<file path="config.mk">
export PLATFORM = sky130hd
export DESIGN_NAME = contiguous_frame_allocator
export DESIGN_NICKNAME = d
export VERILOG_FILES = /design/src/rtl/cfa_pkg.sv /design/src/rtl/cfa_ram.sv /design/src/rtl/cfa_ctrl.sv /design/src/rtl/cfa_datapath.sv /design/src/rtl/contiguous_frame_allocator.sv
export VERILOG_INCLUDE_DIRS = /design/src /design/src/rtl
export SDC_FILE = /design/constraint.sdc
export NUM_CORES = 2
export LEC_CHECK = 0
export BUFFER_PORTS_ARGS = -buffer_cell sky130_fd_sc_hd__buf_4
export CAP_MARGIN = 15
export CORE_UTILIZATION = 49
export DETAILED_ROUTE_END_ITERATION = 16
export REMOVE_ABC_BUFFERS = 1
export SYNTH_ARGS = -nofsm -noshare
export SYNTH_HDL_FRONTEND = slang
export SYNTH_SLANG_ARGS = --single-unit
</file>
<file path="constraint.sdc">
create_clock -name i_clk -period 107 [get_ports i_clk]
set_input_delay 16.05 -clock i_clk [delete_from_list [all_inputs] [get_ports i_clk]]
set_output_delay 16.05 -clock i_clk [all_outputs]
set_load 0.05 [all_outputs]
</file>
<file path="src/rtl/contiguous_frame_allocator_defines.svh">
// assertion macros shared by the frame allocator modules
`ifndef CONTIGUOUS_FRAME_ALLOCATOR_DEFINES_SVH
`define CONTIGUOUS_FRAME_ALLOCATOR_DEFINES_SVH

// same-cycle implication, off while reset is asserted
`define CFA_ASSERT_IMPL(label, clk, rst_n, ante, cons, msg) \
    label: assert property (@(posedge clk) disable iff (!(rst_n)) (ante) |-> (cons)) \
        else $error(msg);

// next-cycle implication, off while reset is asserted
`define CFA_ASSERT_NEXT(label, clk, rst_n, ante, cons, msg) \
    label: assert property (@(posedge clk) disable iff (!(rst_n)) (ante) |=> (cons)) \
        else $error(msg);

`endif

</file>
<file path="src/rtl/cfa_pkg.sv">
package cfa_pkg;

    // default sizes of the frame map
    localparam int unsigned NUM_FRAMES_DEF = 1024;
    localparam int unsigned PAGE_BYTES_DEF = 4096;

    // configuration register indexes
    localparam int CFG_IDX_W = 1;
    localparam logic [CFG_IDX_W-1:0] CFG_BASE_ADDRESS = 1'b0;
    localparam logic [CFG_IDX_W-1:0] CFG_FRAME_COUNT  = 1'b1;

    // request opcodes
    localparam logic OP_ALLOC = 1'b0;
    localparam logic OP_FREE  = 1'b1;

    // result status codes
    localparam logic [1:0] STATUS_OK        = 2'd0;
    localparam logic [1:0] STATUS_NOMEM     = 2'd1;
    localparam logic [1:0] STATUS_ZERO_ADDR = 2'd2;

    // one entry of the frame map
    typedef struct packed {
        logic in_use;
        logic chained;
    } t_frame;

    typedef enum logic [2:0] {
        ST_CLEAR,
        ST_IDLE,
        ST_SCAN_ALLOC,
        ST_SCAN_FREE,
        ST_FILL
    } t_state;

    // controller to datapath
    typedef struct packed {
        logic load;
        logic scan_alloc;
        logic scan_free;
        logic fill;
        logic clear;
    } t_dp_cmd;

    // datapath to controller
    typedef struct packed {
        logic        clear_last;
        logic        scan_end;
        logic        alloc_hit;
        logic        free_stop;
        logic        fill_last;
        logic [31:0] start_addr;
    } t_dp_sts;

endpackage

</file>
<file path="src/rtl/cfa_ram.sv">
module cfa_ram #(
    parameter int WIDTH = 2,
    parameter int DEPTH = 1024,
    localparam int AW = (DEPTH > 1) ? $clog2(DEPTH) : 1
) (
    input  logic             i_clk,
    input  logic             i_we,
    input  logic [AW-1:0]    i_waddr,
    input  logic [WIDTH-1:0] i_wdata,
    input  logic             i_re,
    input  logic [AW-1:0]    i_raddr,
    output logic [WIDTH-1:0] o_rdata
);

    logic [WIDTH-1:0] r_mem [DEPTH];
    logic [WIDTH-1:0] r_rdata;

    // one write port, one registered read port
    always_ff @(posedge i_clk) begin
        if (i_we) begin
            r_mem[i_waddr] <= i_wdata;
        end
        if (i_re) begin
            r_rdata <= r_mem[i_raddr];
        end
    end

    assign o_rdata = r_rdata;

endmodule

</file>
<file path="src/rtl/cfa_ctrl.sv">
`include "contiguous_frame_allocator_defines.svh"

module cfa_ctrl (
    input  logic            i_clk,
    input  logic            i_rst_n,
    input  logic            start,
    output logic            busy,
    input  logic            i_op,
    input  logic [10:0]     i_page_count,
    input  logic [31:0]     i_frame_addr,
    output cfa_pkg::t_dp_cmd o_cmd,
    input  cfa_pkg::t_dp_sts i_sts,
    output logic            o_result_valid,
    output logic [1:0]      o_status,
    output logic [31:0]     o_alloc_addr
);

    cfa_pkg::t_state r_state, n_state;
    logic            r_done, n_done;
    logic [1:0]      r_status, n_status;
    logic [31:0]     r_addr, n_addr;

    // state and result strobe
    always_ff @(posedge i_clk) begin
        if (!i_rst_n) begin
            r_state <= cfa_pkg::ST_CLEAR;
            r_done  <= 1'b0;
        end else begin
            r_state <= n_state;
            r_done  <= n_done;
        end
    end

    // result payload
    always_ff @(posedge i_clk) begin
        r_status <= n_status;
        r_addr   <= n_addr;
    end

    // next state and datapath commands
    always_comb begin
        n_state  = r_state;
        n_done   = 1'b0;
        n_status = r_status;
        n_addr   = r_addr;
        o_cmd    = '0;
        case (r_state)
            cfa_pkg::ST_CLEAR: begin
                o_cmd.clear = 1'b1;
                if (i_sts.clear_last) begin
                    n_state = cfa_pkg::ST_IDLE;
                end
            end
            cfa_pkg::ST_IDLE: begin
                if (start) begin
                    if (i_op == cfa_pkg::OP_FREE) begin
                        if (i_frame_addr == '0) begin
                            n_done   = 1'b1;
                            n_status = cfa_pkg::STATUS_ZERO_ADDR;
                            n_addr   = '0;
                        end else begin
                            o_cmd.load = 1'b1;
                            n_state    = cfa_pkg::ST_SCAN_FREE;
                        end
                    end else begin
                        if (i_page_count == '0) begin
                            n_done   = 1'b1;
                            n_status = cfa_pkg::STATUS_NOMEM;
                            n_addr   = '0;
                        end else begin
                            o_cmd.load = 1'b1;
                            n_state    = cfa_pkg::ST_SCAN_ALLOC;
                        end
                    end
                end
            end
            cfa_pkg::ST_SCAN_ALLOC: begin
                o_cmd.scan_alloc = 1'b1;
                if (i_sts.alloc_hit) begin
                    n_state = cfa_pkg::ST_FILL;
                end else if (i_sts.scan_end) begin
                    n_done   = 1'b1;
                    n_status = cfa_pkg::STATUS_NOMEM;
                    n_addr   = '0;
                    n_state  = cfa_pkg::ST_IDLE;
                end
            end
            cfa_pkg::ST_SCAN_FREE: begin
                o_cmd.scan_free = 1'b1;
                if (i_sts.free_stop || i_sts.scan_end) begin
                    n_done   = 1'b1;
                    n_status = cfa_pkg::STATUS_OK;
                    n_addr   = '0;
                    n_state  = cfa_pkg::ST_IDLE;
                end
            end
            cfa_pkg::ST_FILL: begin
                o_cmd.fill = 1'b1;
                if (i_sts.fill_last) begin
                    n_done   = 1'b1;
                    n_status = cfa_pkg::STATUS_OK;
                    n_addr   = i_sts.start_addr;
                    n_state  = cfa_pkg::ST_IDLE;
                end
            end
            default: begin
                n_state = cfa_pkg::ST_IDLE;
            end
        endcase
    end

    assign busy           = (r_state != cfa_pkg::ST_IDLE);
    assign o_result_valid = r_done;
    assign o_status       = r_status;
    assign o_alloc_addr   = r_addr;

    // checks
    `CFA_ASSERT_NEXT(a_start_takes_effect, i_clk, i_rst_n, start && !busy, busy || o_result_valid, "accepted request neither started work nor finished")
    `CFA_ASSERT_NEXT(a_fill_ends_ok, i_clk, i_rst_n, (r_state == cfa_pkg::ST_FILL) && i_sts.fill_last, o_result_valid && (o_status == cfa_pkg::STATUS_OK), "fill did not end in an ok result")
    `CFA_ASSERT_IMPL(a_fail_has_no_addr, i_clk, i_rst_n, o_result_valid && (o_status != cfa_pkg::STATUS_OK), o_alloc_addr == '0, "failed request returned an address")

endmodule

</file>
<file path="src/rtl/cfa_datapath.sv">
`include "contiguous_frame_allocator_defines.svh"

module cfa_datapath #(
    parameter int NUM_FRAMES = cfa_pkg::NUM_FRAMES_DEF,
    parameter int PAGE_BYTES = cfa_pkg::PAGE_BYTES_DEF
) (
    input  logic             i_clk,
    input  logic             i_rst_n,
    input  cfa_pkg::t_dp_cmd i_cmd,
    output cfa_pkg::t_dp_sts o_sts,
    input  logic [31:0]      i_base_address,
    input  logic [10:0]      i_frame_count,
    input  logic [10:0]      i_page_count,
    input  logic [31:0]      i_frame_addr
);

    localparam int AW = (NUM_FRAMES > 1) ? $clog2(NUM_FRAMES) : 1;
    localparam int IW = $clog2(NUM_FRAMES + 1);
    localparam int NW = (IW > 11) ? IW : 11;
    localparam int FW = $bits(cfa_pkg::t_frame);
    localparam logic [31:0] PAGE_INC = 32'(PAGE_BYTES);

    logic [IW-1:0]   r_n;
    logic [10:0]     r_pages;
    logic [31:0]     r_faddr;
    logic [IW-1:0]   r_rd_idx;
    logic            r_ev_valid;
    logic [AW-1:0]   r_ev_idx;
    logic [31:0]     r_cur_addr;
    logic [IW-1:0]   r_run;
    logic [AW-1:0]   r_run_start_idx;
    logic [31:0]     r_run_start_addr;
    logic            r_found;
    logic [AW-1:0]   r_fill_idx;
    logic [AW-1:0]   r_fill_end;
    logic [AW-1:0]   r_clr_idx;

    logic [IW-1:0]   w_n;
    logic            w_scan;
    logic            w_issue;
    logic [IW-1:0]   w_run_n;
    logic            w_alloc_hit;
    logic            w_free_hit;
    logic [31:0]     w_next_addr;
    cfa_pkg::t_frame w_frame;
    cfa_pkg::t_frame w_wframe;
    logic [FW-1:0]   w_rdata;
    logic            w_ram_we;
    logic [AW-1:0]   w_waddr;

    // active map size, oversized counts clamp to the map
    assign w_n = (NW'(i_frame_count) > NW'(NUM_FRAMES)) ? IW'(NUM_FRAMES) : IW'(i_frame_count);

    // scan evaluation on the frame read last cycle
    assign w_scan      = i_cmd.scan_alloc || i_cmd.scan_free;
    assign w_issue     = (r_rd_idx < r_n);
    assign w_frame     = cfa_pkg::t_frame'(w_rdata);
    assign w_next_addr = r_cur_addr + PAGE_INC;
    assign w_run_n     = w_frame.in_use ? '0 : r_run + 1'b1;
    assign w_alloc_hit = r_ev_valid && !w_frame.in_use && (NW'(w_run_n) == NW'(r_pages));
    assign w_free_hit  = r_ev_valid && (r_found || (r_cur_addr == r_faddr));

    // status back to the controller
    assign o_sts.clear_last = (r_clr_idx == AW'(NUM_FRAMES - 1));
    assign o_sts.scan_end   = !r_ev_valid && !w_issue;
    assign o_sts.alloc_hit  = w_alloc_hit;
    assign o_sts.free_stop  = w_free_hit && !w_frame.chained;
    assign o_sts.fill_last  = (r_fill_idx == r_fill_end);
    assign o_sts.start_addr = r_run_start_addr;

    // map write port: clearing pass, run fill, or free of a block
    always_comb begin
        w_ram_we = 1'b0;
        w_waddr  = r_ev_idx;
        w_wframe = '0;
        if (i_cmd.clear) begin
            w_ram_we = 1'b1;
            w_waddr  = r_clr_idx;
        end else if (i_cmd.fill) begin
            w_ram_we         = 1'b1;
            w_waddr          = r_fill_idx;
            w_wframe.in_use  = 1'b1;
            w_wframe.chained = (r_fill_idx != r_fill_end);
        end else if (i_cmd.scan_free && w_free_hit) begin
            w_ram_we         = 1'b1;
            w_wframe.chained = w_frame.chained;
        end
    end

    cfa_ram #(
        .WIDTH (FW),
        .DEPTH (NUM_FRAMES)
    ) u_map (
        .i_clk   (i_clk),
        .i_we    (w_ram_we),
        .i_waddr (w_waddr),
        .i_wdata (w_wframe),
        .i_re    (w_scan && w_issue),
        .i_raddr (r_rd_idx[AW-1:0]),
        .o_rdata (w_rdata)
    );

    // control counters
    always_ff @(posedge i_clk) begin
        if (!i_rst_n) begin
            r_clr_idx  <= '0;
            r_ev_valid <= 1'b0;
            r_rd_idx   <= '0;
            r_found    <= 1'b0;
        end else begin
            if (i_cmd.clear) begin
                r_clr_idx <= r_clr_idx + 1'b1;
            end
            if (i_cmd.load) begin
                r_rd_idx   <= '0;
                r_ev_valid <= 1'b0;
                r_found    <= 1'b0;
            end else if (w_scan) begin
                if (w_issue) begin
                    r_rd_idx <= r_rd_idx + 1'b1;
                end
                r_ev_valid <= w_issue;
                if (w_free_hit) begin
                    r_found <= 1'b1;
                end
            end
        end
    end

    // request and scan payload
    always_ff @(posedge i_clk) begin
        if (i_cmd.load) begin
            r_n              <= w_n;
            r_pages          <= i_page_count;
            r_faddr          <= i_frame_addr;
            r_cur_addr       <= i_base_address;
            r_run            <= '0;
            r_run_start_idx  <= '0;
            r_run_start_addr <= i_base_address;
        end else if (w_scan) begin
            r_ev_idx <= r_rd_idx[AW-1:0];
            if (r_ev_valid) begin
                r_cur_addr <= w_next_addr;
                r_run      <= w_run_n;
                if (w_frame.in_use) begin
                    r_run_start_idx  <= r_ev_idx + 1'b1;
                    r_run_start_addr <= w_next_addr;
                end
            end
            if (i_cmd.scan_alloc && w_alloc_hit) begin
                r_fill_idx <= r_run_start_idx;
                r_fill_end <= r_ev_idx;
            end
        end
        if (i_cmd.fill) begin
            r_fill_idx <= r_fill_idx + 1'b1;
        end
    end

    // checks
    `CFA_ASSERT_IMPL(a_no_write_in_alloc_scan, i_clk, i_rst_n, i_cmd.scan_alloc, !w_ram_we, "map written during allocate search")
    `CFA_ASSERT_IMPL(a_fill_within_run, i_clk, i_rst_n, i_cmd.fill, r_fill_idx <= r_fill_end, "fill index ran past the end of the run")

endmodule

</file>
<file path="src/rtl/contiguous_frame_allocator.sv">
// channel    | direction | handshake                     | payload
// -----------+-----------+-------------------------------+-------------------------------
// request    | in        | start and !busy               | i_op, i_page_count, i_frame_addr
// result     | out       | o_result_valid, one cycle     | o_status, o_alloc_addr
// config     | in        | i_cfg_valid and o_cfg_ready   | i_cfg_index, i_cfg_data
//
// after reset the map is cleared one frame a cycle; busy stays high until the clear is done.
// allocate: load, then search the active frames for the first free run of the asked length,
// then mark the run in use; free: scan to the given frame address and free frames along its chain.
// the frame map memory has one read and one write port, which sets the one frame a cycle.
// the result strobe comes the cycle after the work ends; the receiver cannot stall it.
// config writes are always taken; o_cfg_ready is held high.
module contiguous_frame_allocator #(
    parameter int NUM_FRAMES = cfa_pkg::NUM_FRAMES_DEF,
    parameter int PAGE_BYTES = cfa_pkg::PAGE_BYTES_DEF
) (
    input  logic                          i_clk,
    input  logic                          i_rst_n,
    input  logic                          start,
    output logic                          busy,
    input  logic                          i_op,
    input  logic [10:0]                   i_page_count,
    input  logic [31:0]                   i_frame_addr,
    output logic                          o_result_valid,
    output logic [1:0]                    o_status,
    output logic [31:0]                   o_alloc_addr,
    input  logic                          i_cfg_valid,
    output logic                          o_cfg_ready,
    input  logic [cfa_pkg::CFG_IDX_W-1:0] i_cfg_index,
    input  logic [31:0]                   i_cfg_data
);

    logic [31:0]      r_base_address;
    logic [10:0]      r_frame_count;
    cfa_pkg::t_dp_cmd w_cmd;
    cfa_pkg::t_dp_sts w_sts;

    // configuration registers
    always_ff @(posedge i_clk) begin
        if (!i_rst_n) begin
            r_base_address <= '0;
            r_frame_count  <= '0;
        end else if (i_cfg_valid) begin
            case (i_cfg_index)
                cfa_pkg::CFG_BASE_ADDRESS: r_base_address <= i_cfg_data;
                cfa_pkg::CFG_FRAME_COUNT:  r_frame_count  <= i_cfg_data[10:0];
                default: begin
                end
            endcase
        end
    end

    assign o_cfg_ready = 1'b1;

    // sequencing
    cfa_ctrl u_ctrl (
        .i_clk          (i_clk),
        .i_rst_n        (i_rst_n),
        .start          (start),
        .busy           (busy),
        .i_op           (i_op),
        .i_page_count   (i_page_count),
        .i_frame_addr   (i_frame_addr),
        .o_cmd          (w_cmd),
        .i_sts          (w_sts),
        .o_result_valid (o_result_valid),
        .o_status       (o_status),
        .o_alloc_addr   (o_alloc_addr)
    );

    // frame map and scan logic
    cfa_datapath #(
        .NUM_FRAMES (NUM_FRAMES),
        .PAGE_BYTES (PAGE_BYTES)
    ) u_datapath (
        .i_clk          (i_clk),
        .i_rst_n        (i_rst_n),
        .i_cmd          (w_cmd),
        .o_sts          (w_sts),
        .i_base_address (r_base_address),
        .i_frame_count  (r_frame_count),
        .i_page_count   (i_page_count),
        .i_frame_addr   (i_frame_addr)
    );

endmodule

</file>
* Word-level counts from Yosys, hierarchy flattened
Memories as Yosys holds them, arrays and structs flattened. A register that Yosys moved wholly into a read port is not among the register bits.
Cells that the tools add are included.
Widths: inputs -> output; s select.
** Storage, ports and cells
- Bits in registers :: 273
- Bits in writable memories :: 2048
- Input port bits :: 81
- Output and inout port bits :: 37
- Logic and storage cells :: 161
- Memories kept :: 1
** Cells by class
- Add/sub/neg operators :: 6
- Order comparisons :: 2
- Eq/ne operators :: 22
- Muxes and demuxes :: 69
- Bitwise logic cells :: 3
- Reductions and logical operators :: 38
** Memories
- u_datapath.u_map.r_mem :: words 1024, width 2, rd ports 1, clocked after memory_dff 1, wr ports 1, line cfa_ram.sv:15 : logic [WIDTH-1:0] r_mem [DEPTH];
** Operator list (count)
- $mux 32 :: 15
- $pmux 32 s4 :: 1
- $mux 10 :: 6
- $add 32x13->32 const B :: 1
- $eq 32x32->1 :: 1
- $logic_not 32->1 :: 1
- $add 10x1->10 const B :: 3
- $mux 3 :: 9
- $mux 1 :: 25
- $add 11x1->11 const B :: 2
- $mux 2 :: 9
- $pmux 3 s5 :: 1
- $reduce_and 2->1 :: 7
- $reduce_and 3->1 :: 4
- $eq 11x11->1 :: 1
- $gt 11x11->1 const B :: 1
- $logic_not 11->1 :: 1
- $lt 11x11->1 :: 1
- $mux 11 :: 1
- $eq 10x10->1 :: 1
- $eq 10x10->1 const B :: 1
- $ne 10x10->1 :: 1
- $reduce_bool 2->1 :: 5
- $logic_and 1x1->1 :: 8
- 18 further kinds :: 34

* Logic depth before layout (Yosys ltp)
- Depth after elaboration :: 9
- Depth in mapped cells :: 15
- Mapped depth without buffers :: 11

* Cells and area by module
A second synthesis with hierarchy kept.
** Second synthesis, totals
- Cells, all modules :: 5840
- Area total of the unflattened synthesis :: 95958.3 um2
** By module, submodules not included
- cfa_ram :: times used 1, cells an instance 4793, area each 83777.8 um2, seq. area each 61559.0 um2
- cfa_datapath :: times used 1, cells an instance 736, area each 8772.2 um2, seq. area each 5325.1 um2
- contiguous_frame_allocator :: times used 1, cells an instance 178, area each 1709.1 um2, seq. area each 860.8 um2
- cfa_ctrl :: times used 1, cells an instance 133, area each 1699.1 um2, seq. area each 1101.1 um2

* Worst setup path after synthesis
Ideal clock, no wire load.
- Path type :: reg2reg
- Start point :: register u_ctrl.r_state[0]
- End point :: memory u_datapath.u_map.r_mem[0][0], data pin
- Setup time :: 8136 ps
- Arrival time :: 42986 ps
- Required time :: 98864 ps
- Setup slack :: 55878 ps
- Stages on the path, launching flop included :: 9
- Buffers on the path :: 3
- Clock period less this slack :: 51122 ps
- Cells stage by stage :: dfxtp_1 buf_2 nor2_2 buf_2 buf_2 nand2_1 inv_1 o21ai_0 o21ai_0
** On the way
- Cells in the longest elaborated chain, start to end :: 6
- Elaborated cells on any way between the ends :: 10
- Those cells by class :: 2 x eq/ne; 6 x mux; 2 x reduce/logical
** Ends and longest elaborated chain
- start, declared :: line cfa_ctrl.sv:18 : cfa_pkg::t_state r_state, n_state;
- start signal, assigned :: line cfa_ctrl.sv:26 : r_state <= cfa_pkg::ST_CLEAR;
- start signal, assigned :: line cfa_ctrl.sv:29 : r_state <= n_state;
- $eq 3x2->1 :: line cfa_ctrl.sv:47 : case (r_state)
- $mux 1 :: line cfa_ctrl.sv:47
- $logic_and 1x1->1 :: line cfa_datapath.sv:84 : end else if (i_cmd.scan_free && w_free_hit) begin
- $mux 1 :: line cfa_datapath.sv:84
- $mux 1 :: line cfa_datapath.sv:79 : end else if (i_cmd.fill) begin
- $mux 2 (*) :: line cfa_datapath.sv:76 : if (i_cmd.clear) begin
- named net u_datapath.u_map.i_wdata[0] :: line cfa_ram.sv:9 : input logic [WIDTH-1:0] i_wdata,
- end, declared :: line cfa_ram.sv:15
The timed path passes the listed nets; every way through them passes the cells marked *.

* Worst setup path in the final report
- Start point :: input i_frame_addr[29]
- End point :: register u_datapath.r_cur_addr[18] (enable)
** On the way
- Cells in the longest elaborated chain, start to end :: 7
- Elaborated cells on any way between the ends :: 8
- Those cells by class :: 4 x mux; 4 x reduce/logical
** Ends and longest elaborated chain
- start, declared :: line contiguous_frame_allocator.sv:23 : input logic [31:0] i_frame_addr,
- $logic_not 32->1 (*) :: line cfa_ctrl.sv:57 : if (i_frame_addr == '0) begin
- $mux 1 (*) :: line cfa_ctrl.sv:57
- $mux 1 (*) :: line cfa_ctrl.sv:56 : if (i_op == cfa_pkg::OP_FREE) begin
- $mux 1 (*) :: line cfa_ctrl.sv:55 : if (start) begin
- $mux 1 (*) :: line cfa_ctrl.sv:47
- $reduce_bool 2->1 (no source line)
- $reduce_and 2->1 (no source line) (*)
- end signal, assigned :: line cfa_datapath.sv:136 : r_cur_addr <= i_base_address;
- end signal, assigned :: line cfa_datapath.sv:143 : r_cur_addr <= w_next_addr;
- end, declared :: line cfa_datapath.sv:29 : logic [31:0] r_cur_addr;
Every way passes the cells marked *; elsewhere a longest branch is shown, timed or not.
A chain may end at the register's enable or synchronous reset.

==> impl_metrics.yaml <==
status:
  status: "complete, no violations"
placement:
  dp_slack_ns: 86.19
  dp_hpwl_um: 144900
  gp_congestion: 0.8258
  portBuffers: 116
  dp_cells: 8130
  place_area_sq_mm: 0.09881
timing:
  final.setup_skew_ns: 0.03582
  layout_setup_ws_ns: 87.28
  slew_headroom: 0.1180
  setup_viol: 0
  rsz0062_at_grt: "false"
  whs_ns: 0.4651
  period_needed_ns: 19.72
  fmax_mhz: 50.70
  fin_crit_sh: 0.1843
  drv_slew: 0
  hold_viol_final: 0
  fin_setup_tns_ns: 0
  max_slew.worst_pin.slew_ns: 1.323
layout:
  utilization: 0.5507
  drive_gt1_frac: 0.1863
  fin_cells: 8555
  syn2layout_area_growth_pct: 11.41
  final_nets: 5943
  fin_area_sq_mm: 0.1063
cts:
  clock-sinks: 2323
  root_buffer: "clkbuf_16"
  post_cts_buffers: 0
  cts_hold_buf: 0
  htreeDepth: 4
  post_cts_resized: 0
  worstSkewPairLatency_ns: 0.88
  clockBufferDepth: 3
  cts_tree: "yes"
  clkTransAtPathRegs_ns: 0.06
  cts_buffers: 230
setup_path:
  end_kind: "flop"
  critPathMaxFanout: 32
  cp_cell_sequence: "buf_4 -> nor4_1 -> and4_1 -> nand4_1 -> o41ai_1 -> inv_1 -> nand3_1 -> inv_4 -> a21oi_1 -> inv_1 -> buf_4"
  crit_path_max_incr_delay_ns: 0.77
  cp-start-kind: "input pin"
  path_class: "in2reg"
  worstPathRequired_ns: 107.56
  slowest_stage: "nand3_1"
  startpoint: "i_frame_addr[29]"
  cp.arrival_ns: 20.28
  rr_startpoint: "u_ctrl.r_state[2]"
power_and_ir_drop:
  p_int_mw: 1.521
  p_leak_nw: 29.58
  p_sw_frac: 0.2591
  power_mw: 2.052
  powerDensity_mw_per_mm2: 19.31
  clockPowerShare: 0.383
  p_seq_frac: 0.497
  p_switching_uw: 531.9
  power_frac_comb: 0.120
  ir_worst_vdd_mv: 0.02881
yosys:
  synth_top_cell_by_area: "edfxtp_1"
  avgSynthCellArea_sq_um: 16.45
  seq_area_frac_synth: 0.7218
  synth_top_family_by_area: "multiplexers"
  synth_edf_count: 2232
  netlist_area_sq_mm: 0.09539
  yosys.area.top_type_share: 0.7027
  synth_adder_area_share: 0.002099
  synthSimpleGateAreaFrac: 0.07473
  synth_seq_cells: 2323
  synth-xor-area-share: 0.01038
  netlist_instances: 5797
  synth_ff_type: "edfxtp_1"
  synthMuxAreaShare: 0.1333
  synthTopCellsByCount: "2232 x edfxtp_1, 1131 x nor2_1, 477 x mux4_2"
  yosysMostFrequentCell: "edfxtp_1"
  synthDistinctLibCells: 75
  synth-compound-area-share: 0.03321
  synth_area_leaders: "edfxtp_1 70%, mux4_2 11%, nor2_1 4.5%"
  synth.yosys.warnings: 0
  synth-async-reset-ratio: 0
drt:
  wl_um: 265100
  drt_drc_violations_left: 0
  vias: 53470
  ant_nets: 0
  via_per_inst: 6.250
  drt_iter0_drc: 6194
  avgRoutedWirePerCell_um: 30.99
  dr.pass1.iters: 5
global_route:
  grt_first_pass_wirelength_um: 380000
  antenna_found_initial: 5
  grtUsageTotal: 0.2691
  grt_pass1_vias: 53350
  grt_max_degree: 233
  grt-ovfl-total: 0
floorplanning:
  die_y_um: 443.2
  initial_core_util: 0.4943
  dieWidth_um: 443.2
  dieArea_sq_mm: 0.1964
  core_area_sq_mm: 0.1930
  fp-row-count: 161
  io_pins: 118
worst_hold_path:
  hold_path.startpoint: "r_base_address[23]"
  hold_class: "reg2reg"
flow_run:
  drv_cap: 0
## registers in the layout, summed over array words and instances (netlist names), 11 cells and up
signal                       flops
r_frame_count                   11
u_datapath.u_map.r_mem        2048
u_datapath.r_run_start_addr     32
u_datapath.r_pages              11
u_ctrl.o_alloc_addr             32
r_base_address                  32
u_datapath.r_faddr              32
u_datapath.r_cur_addr           32
u_datapath.r_rd_idx             11
u_datapath.r_run                11
u_datapath.r_n                  11
## power groups by stage
stage | clock (mW) | combinational [mW] | sequential, mW
2_1_floorplan | 0 | 0.165 | 1.05
3_3_place_gp | 0 | 0.243 | 1.04
3_5_place_dp | 0 | 0.244 | 1.04
4_1_cts | 0.794 | 0.245 | 1.02
5_1_grt | 0.827 | 0.258 | 1.02
6_report | 0.785 | 0.246 | 1.02
## final timing paths
path | cells past startpoint | slack, ns | end
worst max-delay path | 11 | 87.28 | u_datapath.r_cur_addr[18]
worst min-delay path | 2 | 0.47 | r_base_address[23]
worst max register to register | 9 | 99.80 | u_datapath.u_map.r_mem[113][0]
worst min register to register | 2 | 0.47 | r_base_address[23]
## logic make-up after synthesis
logic type      after synthesis
compound gates              477
xor+xnor                    113
fa+ha+maj                    16
buf+inv                     470
flops                      2323
mux                         660
other cells                   1
simple gates               1737
## per-layer routing
metal	track usage	vias to the layer above	share of wire
met2	0.4359	2413	0.49
met4	0.08535	2	0.030
met1	0.3725	28140	0.40
met3	0.04795	409	0.082
li1	-	22510	-
met5	0	-	0.000045
## critical path, delay by kind of cell
kind | cells | cell delay, ns
and+or+nand+nor | 4 | 1.78
AOI/OAI and AO/OA | 2 | 1.40
buffers and inverters | 5 | 1.00
## area by class of cell
type	instances	area, sq um
clock buffers	301	6148
well taps	2526	3161
multi-input cells	3004	24690
diodes	2	5.005
fillers	15220	86710
clock inverters	112	1056
repair buffers	257	2222
flip-flops and latches	2323	68860
inverters	30	125.1
## cell usage in the layout, fill, tap and decap left out, drive strengths merged, types with 12 or more instances in the layout
| cell type | n |
|---|---|
| a211oi | 20 |
| a21o | 16 |
| a21oi | 134 |
| a221oi | 36 |
| a22oi | 62 |
| a31oi | 12 |
| and3 | 56 |
| buf | 257 |
| bufinv | 17 |
| clkbuf | 301 |
| clkinv | 83 |
| dfxtp | 91 |
| edfxtp | 2232 |
| ha | 16 |
| inv | 33 |
| mux2i | 166 |
| mux4 | 485 |
| nand2 | 320 |
| nand3 | 86 |
| nand4 | 26 |
| nor2 | 1132 |
| nor2b | 27 |
| nor3 | 27 |
| nor4 | 21 |
| o211ai | 15 |
| o21ai | 84 |
| o22ai | 18 |
| xnor2 | 72 |
| xor2 | 41 |
(Power assumes the default switching activity.)
